File: src/rtl/core/iirdf1_pkg.sv
// ----------------------------------------------------------------------------
// iirdf1_pkg
// Types, constants and helpers for the direct form I IIR filter.
// ----------------------------------------------------------------------------
`default_nettype none

package iirdf1_pkg;

    // store depth and field widths
    localparam int TAPS      = 16;
    localparam int TAP_W     = $clog2(TAPS);
    localparam int COUNT_W   = 5;
    localparam int SAMPLE_W  = 16;
    localparam int COEF_W    = 24;

    // digit-serial multiplier: sample digits of DIGIT_W bits, lowest first
    localparam int DIGIT_LOG = 2;
    localparam int DIGIT_W   = 1 << DIGIT_LOG;
    localparam int DIGITS    = SAMPLE_W / DIGIT_W;
    localparam int DIG_CNT_W = $clog2(DIGITS);
    localparam int PART_W    = COEF_W + DIGIT_W + 1;

    // Q5.35 products, up to 2*TAPS-1 of them summed
    localparam int ACC_W     = SAMPLE_W + COEF_W + $clog2(2 * TAPS) + 1;
    localparam int FRAC_DROP = 20;
    localparam int Y_W       = ACC_W - FRAC_DROP;

    // configuration port
    localparam int CFG_IDX_W = 2;
    typedef enum logic [CFG_IDX_W-1:0] {
        CFG_FF_COUNT = 2'd0,
        CFG_FB_COUNT = 2'd1,
        CFG_SPARE_2  = 2'd2,
        CFG_SPARE_3  = 2'd3
    } cfg_idx_t;

    // item commands
    typedef enum logic [1:0] {
        CMD_FILTER  = 2'd0,
        CMD_LOAD_FF = 2'd1,
        CMD_LOAD_FB = 2'd2,
        CMD_CLEAR   = 2'd3
    } cmd_t;

    // sequencer states
    typedef enum logic [1:0] {
        ST_IDLE,
        ST_MAC,
        ST_ROUND
    } iir_st_t;

    // controls from the state decode to the datapath
    typedef struct packed {
        logic in_ready;
        logic mac_en;
        logic round_load;
    } iir_ctrl_t;

    // last tap index in use for a tap count, count clamped to 1..TAPS
    function automatic logic [TAP_W-1:0] count_last(input logic [COUNT_W-1:0] count);
        logic [TAP_W-1:0] last;
        if (count == '0)
            last = '0;
        else if (count > COUNT_W'(TAPS))
            last = TAP_W'(TAPS - 1);
        else
            last = TAP_W'(count - 1'b1);
        return last;
    endfunction

endpackage

`default_nettype wire

File: src/rtl/core/iir_direct_form_one_filter.sv
// ----------------------------------------------------------------------------
// iir_direct_form_one_filter
// Direct form I IIR filter with a digit-serial multiply-accumulate.
// Operation: a filter item is summed over the feedforward taps, then the
//   feedback taps (NB, NA the clamped tap counts), one sample digit of 4 bits
//   per cycle through the shared coefficient-by-digit unit, then rounded.
// Flow: a new filter item is taken only after the last result is loaded
//   into the output register; load and clear items leave the block idle.
// Reset: coefficients and histories cleared at once, tap counts set to 1.
// ----------------------------------------------------------------------------
`default_nettype none

module iir_direct_form_one_filter (
    input  wire logic                                  clk,
    input  wire logic                                  rst_n,
    // configuration writes
    input  wire logic                                  cfg_valid,
    output logic                                       cfg_ready,
    input  wire logic [iirdf1_pkg::CFG_IDX_W-1:0]      cfg_index,
    input  wire logic [iirdf1_pkg::COUNT_W-1:0]        cfg_data,
    // input items
    input  wire logic                                  in_valid,
    output logic                                       in_ready,
    input  wire logic [1:0]                            command,
    input  wire logic [iirdf1_pkg::TAP_W-1:0]          coef_index,
    input  wire logic signed [iirdf1_pkg::COEF_W-1:0]  coef_value,
    input  wire logic signed [iirdf1_pkg::SAMPLE_W-1:0] sample_in,
    // result items
    output logic                                       out_valid,
    input  wire logic                                  out_ready,
    output logic signed [iirdf1_pkg::SAMPLE_W-1:0]     sample_out,
    output logic                                       saturated
);

    localparam int TAPS     = iirdf1_pkg::TAPS;
    localparam int TAP_W    = iirdf1_pkg::TAP_W;
    localparam int SAMPLE_W = iirdf1_pkg::SAMPLE_W;
    localparam int COEF_W   = iirdf1_pkg::COEF_W;
    localparam int DIGIT_W  = iirdf1_pkg::DIGIT_W;
    localparam int DIG_W    = iirdf1_pkg::DIG_CNT_W;
    localparam int PART_W   = iirdf1_pkg::PART_W;
    localparam int ACC_W    = iirdf1_pkg::ACC_W;
    localparam int Y_W      = iirdf1_pkg::Y_W;
    localparam int DROP     = iirdf1_pkg::FRAC_DROP;

    iirdf1_pkg::iir_st_t   state_reg, state_next;
    iirdf1_pkg::iir_ctrl_t ctrl;

    logic [iirdf1_pkg::COUNT_W-1:0] ff_count_reg, fb_count_reg;
    logic signed [COEF_W-1:0]   ff_coef_reg [TAPS];
    logic signed [COEF_W-1:0]   fb_coef_reg [TAPS];
    logic signed [SAMPLE_W-1:0] in_hist_reg [TAPS];
    logic signed [SAMPLE_W-1:0] out_hist_reg [TAPS];

    logic signed [SAMPLE_W-1:0] x_reg;
    logic signed [ACC_W-1:0]    acc_reg, acc_next;
    logic [TAP_W-1:0]           tap_reg;
    logic [DIG_W-1:0]           dig_reg;
    logic                       fb_reg;

    logic                       out_valid_reg;
    logic signed [SAMPLE_W-1:0] sample_out_reg;
    logic                       sat_reg;

    logic [TAP_W-1:0]           nb_last, na_last;
    logic                       in_xfer, filter_xfer, last_step;
    logic signed [SAMPLE_W-1:0] op_sample;
    logic signed [COEF_W-1:0]   op_coef;
    logic [DIGIT_W-1:0]         digit_raw;
    logic signed [DIGIT_W:0]    digit_s;
    logic signed [PART_W-1:0]   partial;
    logic signed [ACC_W-1:0]    term;
    logic signed [ACC_W-1:0]    rounded;
    logic signed [Y_W-1:0]      y_full;
    logic                       pos_ovf, neg_ovf;
    logic signed [SAMPLE_W-1:0] y_sat;

    // handshake decode
    assign cfg_ready   = 1'b1;
    assign in_ready    = ctrl.in_ready;
    assign in_xfer     = in_valid && ctrl.in_ready;
    assign filter_xfer = in_xfer && (command == iirdf1_pkg::CMD_FILTER);
    assign nb_last     = iirdf1_pkg::count_last(ff_count_reg);
    assign na_last     = iirdf1_pkg::count_last(fb_count_reg);

    // final digit of the final tap
    assign last_step = (dig_reg == DIG_W'(iirdf1_pkg::DIGITS - 1)) &&
                       ((fb_reg && tap_reg == na_last) ||
                        (!fb_reg && tap_reg == nb_last && na_last == '0));

    // next state
    always_comb
    begin
        state_next = state_reg;
        unique case (state_reg)
            iirdf1_pkg::ST_IDLE:
            begin
                if (filter_xfer)
                    state_next = iirdf1_pkg::ST_MAC;
            end
            iirdf1_pkg::ST_MAC:
            begin
                if (last_step)
                    state_next = iirdf1_pkg::ST_ROUND;
            end
            iirdf1_pkg::ST_ROUND:
            begin
                if (!out_valid_reg || out_ready)
                    state_next = iirdf1_pkg::ST_IDLE;
            end
            default:
                state_next = iirdf1_pkg::ST_IDLE;
        endcase
    end

    // state outputs
    always_comb
    begin
        ctrl = '0;
        unique case (state_reg)
            iirdf1_pkg::ST_IDLE:  ctrl.in_ready   = 1'b1;
            iirdf1_pkg::ST_MAC:   ctrl.mac_en     = 1'b1;
            iirdf1_pkg::ST_ROUND: ctrl.round_load = !out_valid_reg || out_ready;
            default:              ctrl = '0;
        endcase
    end

    always_ff @(posedge clk or negedge rst_n)
    begin
        if (!rst_n)
            state_reg <= iirdf1_pkg::ST_IDLE;
        else
            state_reg <= state_next;
    end

    // configuration registers
    always_ff @(posedge clk or negedge rst_n)
    begin
        if (!rst_n)
        begin
            ff_count_reg <= iirdf1_pkg::COUNT_W'(1);
            fb_count_reg <= iirdf1_pkg::COUNT_W'(1);
        end
        else if (cfg_valid && cfg_ready)
        begin
            unique case (iirdf1_pkg::cfg_idx_t'(cfg_index))
                iirdf1_pkg::CFG_FF_COUNT: ff_count_reg <= cfg_data;
                iirdf1_pkg::CFG_FB_COUNT: fb_count_reg <= cfg_data;
                default: ;
            endcase
        end
    end

    // coefficient stores, written by load transfers
    // a 4-bit index always lies inside the 16-entry store
    always_ff @(posedge clk or negedge rst_n)
    begin
        if (!rst_n)
        begin
            for (int i = 0; i < TAPS; i++)
            begin
                ff_coef_reg[i] <= '0;
                fb_coef_reg[i] <= '0;
            end
        end
        else if (in_xfer)
        begin
            if (command == iirdf1_pkg::CMD_LOAD_FF)
                ff_coef_reg[coef_index] <= coef_value;
            else if (command == iirdf1_pkg::CMD_LOAD_FB)
                fb_coef_reg[coef_index] <= coef_value;
        end
    end

    // sample histories: shift on each result, cleared by a clear transfer
    always_ff @(posedge clk or negedge rst_n)
    begin
        if (!rst_n)
        begin
            for (int i = 0; i < TAPS; i++)
            begin
                in_hist_reg[i]  <= '0;
                out_hist_reg[i] <= '0;
            end
        end
        else if (in_xfer && command == iirdf1_pkg::CMD_CLEAR)
        begin
            for (int i = 0; i < TAPS; i++)
            begin
                in_hist_reg[i]  <= '0;
                out_hist_reg[i] <= '0;
            end
        end
        else if (ctrl.round_load)
        begin
            for (int i = TAPS - 1; i > 0; i--)
            begin
                in_hist_reg[i]  <= in_hist_reg[i-1];
                out_hist_reg[i] <= out_hist_reg[i-1];
            end
            in_hist_reg[0]  <= x_reg;
            out_hist_reg[0] <= y_sat;
        end
    end

    // operand selection for the current tap
    always_comb
    begin
        if (fb_reg)
        begin
            op_sample = out_hist_reg[tap_reg - 1'b1];
            op_coef   = fb_coef_reg[tap_reg];
        end
        else
        begin
            op_sample = (tap_reg == '0) ? x_reg : in_hist_reg[tap_reg - 1'b1];
            op_coef   = ff_coef_reg[tap_reg];
        end
    end

    // coefficient times one sample digit; the top digit carries the sign
    assign digit_raw = op_sample[dig_reg*DIGIT_W +: DIGIT_W];
    assign digit_s   = (dig_reg == DIG_W'(iirdf1_pkg::DIGITS - 1))
                       ? $signed({digit_raw[DIGIT_W-1], digit_raw})
                       : $signed({1'b0, digit_raw});
    assign partial   = op_coef * digit_s;
    assign term      = ACC_W'(partial) <<< {dig_reg, {iirdf1_pkg::DIGIT_LOG{1'b0}}};
    assign acc_next  = fb_reg ? acc_reg - term : acc_reg + term;

    // multiply-accumulate sequencer
    always_ff @(posedge clk or negedge rst_n)
    begin
        if (!rst_n)
        begin
            tap_reg <= '0;
            dig_reg <= '0;
            fb_reg  <= 1'b0;
        end
        else if (filter_xfer)
        begin
            tap_reg <= '0;
            dig_reg <= '0;
            fb_reg  <= 1'b0;
        end
        else if (ctrl.mac_en)
        begin
            dig_reg <= dig_reg + 1'b1;
            if (dig_reg == DIG_W'(iirdf1_pkg::DIGITS - 1))
            begin
                if (!fb_reg && tap_reg == nb_last)
                begin
                    fb_reg  <= 1'b1;
                    tap_reg <= TAP_W'(1);
                end
                else
                    tap_reg <= tap_reg + 1'b1;
            end
        end
    end

    // accumulator and latched sample
    always_ff @(posedge clk)
    begin
        if (filter_xfer)
        begin
            x_reg   <= sample_in;
            acc_reg <= '0;
        end
        else if (ctrl.mac_en)
            acc_reg <= acc_next;
    end

    // round half up to Q1.15, then clip
    assign rounded = acc_reg + (ACC_W'(1) <<< (DROP - 1));
    assign y_full  = Y_W'(rounded >>> DROP);
    assign pos_ovf = !y_full[Y_W-1] && (|y_full[Y_W-2:SAMPLE_W-1]);
    assign neg_ovf = y_full[Y_W-1] && !(&y_full[Y_W-2:SAMPLE_W-1]);

    always_comb
    begin
        priority if (pos_ovf)
            y_sat = {1'b0, {(SAMPLE_W-1){1'b1}}};
        else if (neg_ovf)
            y_sat = {1'b1, {(SAMPLE_W-1){1'b0}}};
        else
            y_sat = y_full[SAMPLE_W-1:0];
    end

    // output register
    always_ff @(posedge clk or negedge rst_n)
    begin
        if (!rst_n)
            out_valid_reg <= 1'b0;
        else if (ctrl.round_load)
            out_valid_reg <= 1'b1;
        else if (out_ready)
            out_valid_reg <= 1'b0;
    end

    always_ff @(posedge clk)
    begin
        if (ctrl.round_load)
        begin
            sample_out_reg <= y_sat;
            sat_reg        <= pos_ovf || neg_ovf;
        end
    end

    assign out_valid  = out_valid_reg;
    assign sample_out = sample_out_reg;
    assign saturated  = sat_reg;

    // feedback taps stay within the active range, never tap zero
    a_fb_tap_range: assert property (@(posedge clk) disable iff (!rst_n)
        (state_reg == iirdf1_pkg::ST_MAC && fb_reg) |->
            (tap_reg != '0 && tap_reg <= na_last))
        else $error("feedback tap out of range");

    // feedforward taps stay within the active range
    a_ff_tap_range: assert property (@(posedge clk) disable iff (!rst_n)
        (state_reg == iirdf1_pkg::ST_MAC && !fb_reg) |-> (tap_reg <= nb_last))
        else $error("feedforward tap out of range");

    // a filter transfer starts the accumulation at the first digit of b0
    a_filter_start: assert property (@(posedge clk) disable iff (!rst_n)
        filter_xfer |=> (state_reg == iirdf1_pkg::ST_MAC && tap_reg == '0 &&
                         dig_reg == '0 && !fb_reg))
        else $error("filter transfer did not start accumulation");

    // a new result only comes from the rounding step
    a_result_source: assert property (@(posedge clk) disable iff (!rst_n)
        $rose(out_valid_reg) |-> $past(state_reg == iirdf1_pkg::ST_ROUND))
        else $error("result raised outside rounding step");

    // a clipped result sits at a range limit
    a_sat_limit: assert property (@(posedge clk) disable iff (!rst_n)
        (out_valid_reg && sat_reg) |->
            (sample_out_reg == {1'b0, {(SAMPLE_W-1){1'b1}}} ||
             sample_out_reg == {1'b1, {(SAMPLE_W-1){1'b0}}}))
        else $error("saturation flag without clipped value");

endmodule

`default_nettype wire

File: config.mk
export PLATFORM = sky130hd
export DESIGN_NAME = iir_direct_form_one_filter
export DESIGN_NICKNAME = d
export VERILOG_FILES = /design/src/rtl/core/iirdf1_pkg.sv /design/src/rtl/core/iir_direct_form_one_filter.sv
export SDC_FILE = /design/constraint.sdc
export NUM_CORES = 2
export LEC_CHECK = 0
export BUFFER_PORTS_ARGS = -buffer_cell sky130_fd_sc_hd__buf_2
export CAP_MARGIN = 20
export CORE_MARGIN = 5
export CORE_UTILIZATION = 40
export CTS_BUF_LIST = sky130_fd_sc_hd__clkbuf_4
export CTS_CLUSTER_SIZE = 10
export DETAILED_ROUTE_END_ITERATION = 12
export GPL_ROUTABILITY_DRIVEN = 0
export PLACE_DENSITY_LB_ADDON = 0.08
export SLEW_MARGIN = 10
export SYNTH_ARGS = -nofsm -noshare
export SYNTH_HDL_FRONTEND = slang
export SYNTH_SLANG_ARGS = --single-unit
File: constraint.sdc
create_clock -name clk -period 11.5 [get_ports clk]
set_input_delay 0 -clock clk [delete_from_list [all_inputs] [get_ports clk]]
set_output_delay 0 -clock clk [all_outputs]
set_load 0.02 [all_outputs]
==> metrics.csv <==
metric,value,unit
wl,190100,um
grt_pass1_vias,48650,
yosysWarnings,0,
synth_nets,5458,
finalCritPeriodShare,94.66,%
slew_viol_final,0,
final_hold_viol_count,0,
remaining_drc_errors,0,
ir_worst_vdd,0.2420,mV
setup_viol,0,
crit_path_end_kind,flop,
hp-class,input port to flop,
clk_latency,1.34,ns
synth_cells,5220,
clkTransAtPathRegs,0.07,ns
drv_cap,0,
drt_iter0_markers,2814,
syn_to_final_growth,14.53,%
wl_per_cell,23.13,um
initial_utilization,40.28,%
cp-start-kind,flop,
hold_slack,0.2525,ns
synth_flop_cell,dfrtp_1,
vias_per_cell,5.612,
placed_cell_area,73440,um2
drive_gt1_share,36.91,%
cpMostUsedCell,a21oi_1,
io_buffers,76,
root_buffer,clkbuf_4,
ios,78,
required,12.62,ns
timing.final.ws_setup,0.6142,ns
die_h,428.9,um
ys_seq_area_share,49.09,%
fin_area,80370,um2
place_ws,0.1683,ns
layout_min_cycle_time,10.89,ns
ant_nets,0,
fin_util,46.14,%
antenna_found_initial,4,
drt_pass1_iterations,5,
worstMarginPinSlew,1.140,ns
max_stage_delay,0.62,ns
p_leak,0.03730,uW
synth_seq_cells,1379,
vias,46120,
clk_path_buf_depth,4,
die_x,428.9,um
async_reset_ff_share,94.27,%
power.total,19070,uW
status,"complete, no violations",
clock-sinks,1379,
dieArea,183900,um2
overflow,0,
fillers,15960,
path_class,flop to flop,
clock.fmax,0.09186,GHz
htreeDepth,5,
core_area,174200,um2
syn_area,70170,um2
grt_pass1_wl,299000,um
avgSynthCellArea,13.44,um2
fin_nets,5849,
cellPowerDensity,237.3,nW/um2
maxSlewHeadroom,24.00,%
final_common_cell,dfrtp_1,
cts_buffers,395,
synth_cell_types,105,
cts_tree,built,
cp_max_fo,19,
fin_skew,0.1210,ns
crit_arrival,12.00,ns
multi_input_area,33750,um2
grt_start_max_net_pins,243,
place.detailed.hpwl,111300,um
track_usage,20.68,%
final_cell_mix,"1292 x dfrtp_1, 777 x mux2_2, 612 x clkbuf_4",
synth-edff-count,33,
rows,153,
cpMaxStageDelayCell,or4_1,
seqCellArea,34460,um2
cell families after synthesis:
group / share of synthesized area [%]
adders and majority gates: 4.051
xor gates and xnor gates: 1.496
muxes: 26.17
other: 0.005344
AOI/OAI and AO/OA: 10.97
buffers and inverters: 3.386
and+or+nand+nor: 4.837
DFF: 49.09
Yosys cell counts (all sizes together) (43+ instances only):
library cell / number / area share, %
xor2: 48 / 0.61
clkbuf: 331 / 1.8
dfrtp: 1298 / 46
ha: 104 / 1.9
a22o: 512 / 6.4
nand2: 207 / 1.1
a21oi: 157 / 1.1
mux4: 402 / 13
buf: 91 / 0.71
inv: 169 / 0.90
mux2i: 53 / 0.76
o21ai: 104 / 0.75
nor2: 238 / 1.3
nand3: 56 / 0.40
xnor2: 71 / 0.89
fa: 76 / 2.2
dfxtp: 46 / 1.3
mux2: 777 / 12
a21o: 43 / 0.47
report_power, final:
part           internal [uW]  leakage, uW  total [uW]  switching (uW)
logic                   3940       0.0158        8880            4940
registers               5380       0.0186        5720             342
clock network           2390      0.00292        4470            2090
total                  11700       0.0373       19100            7370
area by class of cell:
| cell class | instances | area share [%] |
|---|---|---|
| Sequential cell | 1379 | 42.88 |
| Multi-Input combinational cell | 3250 | 41.99 |
| Clock buffer | 612 | 5.716 |
| Timing Repair Buffer | 416 | 4.691 |
| Tap cell | 2325 | 3.619 |
| Inverter | 169 | 0.7893 |
| Clock inverter | 59 | 0.2833 |
| Antenna cell | 9 | 0.02802 |
worst max-delay path: cells and delay by family, from the launching register on:
family	cells	cell delay, ns
flip-flops	1	0.56
adder cells (fa/ha/maj)	5	2.02
AO/OA/AOI/OAI	17	3.80
AND/OR/NAND/NOR	11	1.95
multiplexers	3	1.12
XOR/XNOR	1	0.32
buffers and inverters	6	0.90
per-stage QoR:
stage          setup TNS (ns)  cells
6_report                    0   8219
3_3_place_gp                0   7360
5_1_grt             -0.008868   8218
4_1_cts                     0   8192
2_1_floorplan               0   5220
3_5_place_dp                0   7360
path summary, 6_finish.rpt:
check / from / to / slack, ns / cells past startpoint
min in group asynchronous: rst_n / in_hist_reg[164] / 0.59 / 5
hold / removal: coef_value[3] / ff_coef_reg[147] / 0.25 / 4
hold reg to reg: out_hist_reg[56] / out_hist_reg[40] / 0.44 / 1
setup reg to reg: tap_reg[0] / acc_reg[45] / 0.61 / 43
setup / recovery: tap_reg[0] / acc_reg[45] / 0.61 / 43
max in group asynchronous: rst_n / fb_coef_reg[10] / 8.67 / 7
per-layer routing:
layer / routed length [um] / part of all wire, % / global-route usage (%) / vias up
met1: 85020 / 45 / 27.96 / 24190
met2: 93560 / 49 / 34.41 / 933
li1: - / - / - / 20650
met5: 0 / 0 / 0 / -
met3: 6407 / 3.4 / 3.082 / 347
met4: 5128 / 2.7 / 6.775 / 0
what timing repair did:
| action | 4_1_cts | 5_1_grt |
|---|---|---|
| hold buffers | 161 | 0 |
| setup buffers | 0 | 13 |
| endpoints found under the setup margin | 0 | 13 |
| gates resized for setup | 0 | 48 |
| endpoints found under the hold margin | 1791 | 0 |
(Power assumes the default switching activity.)
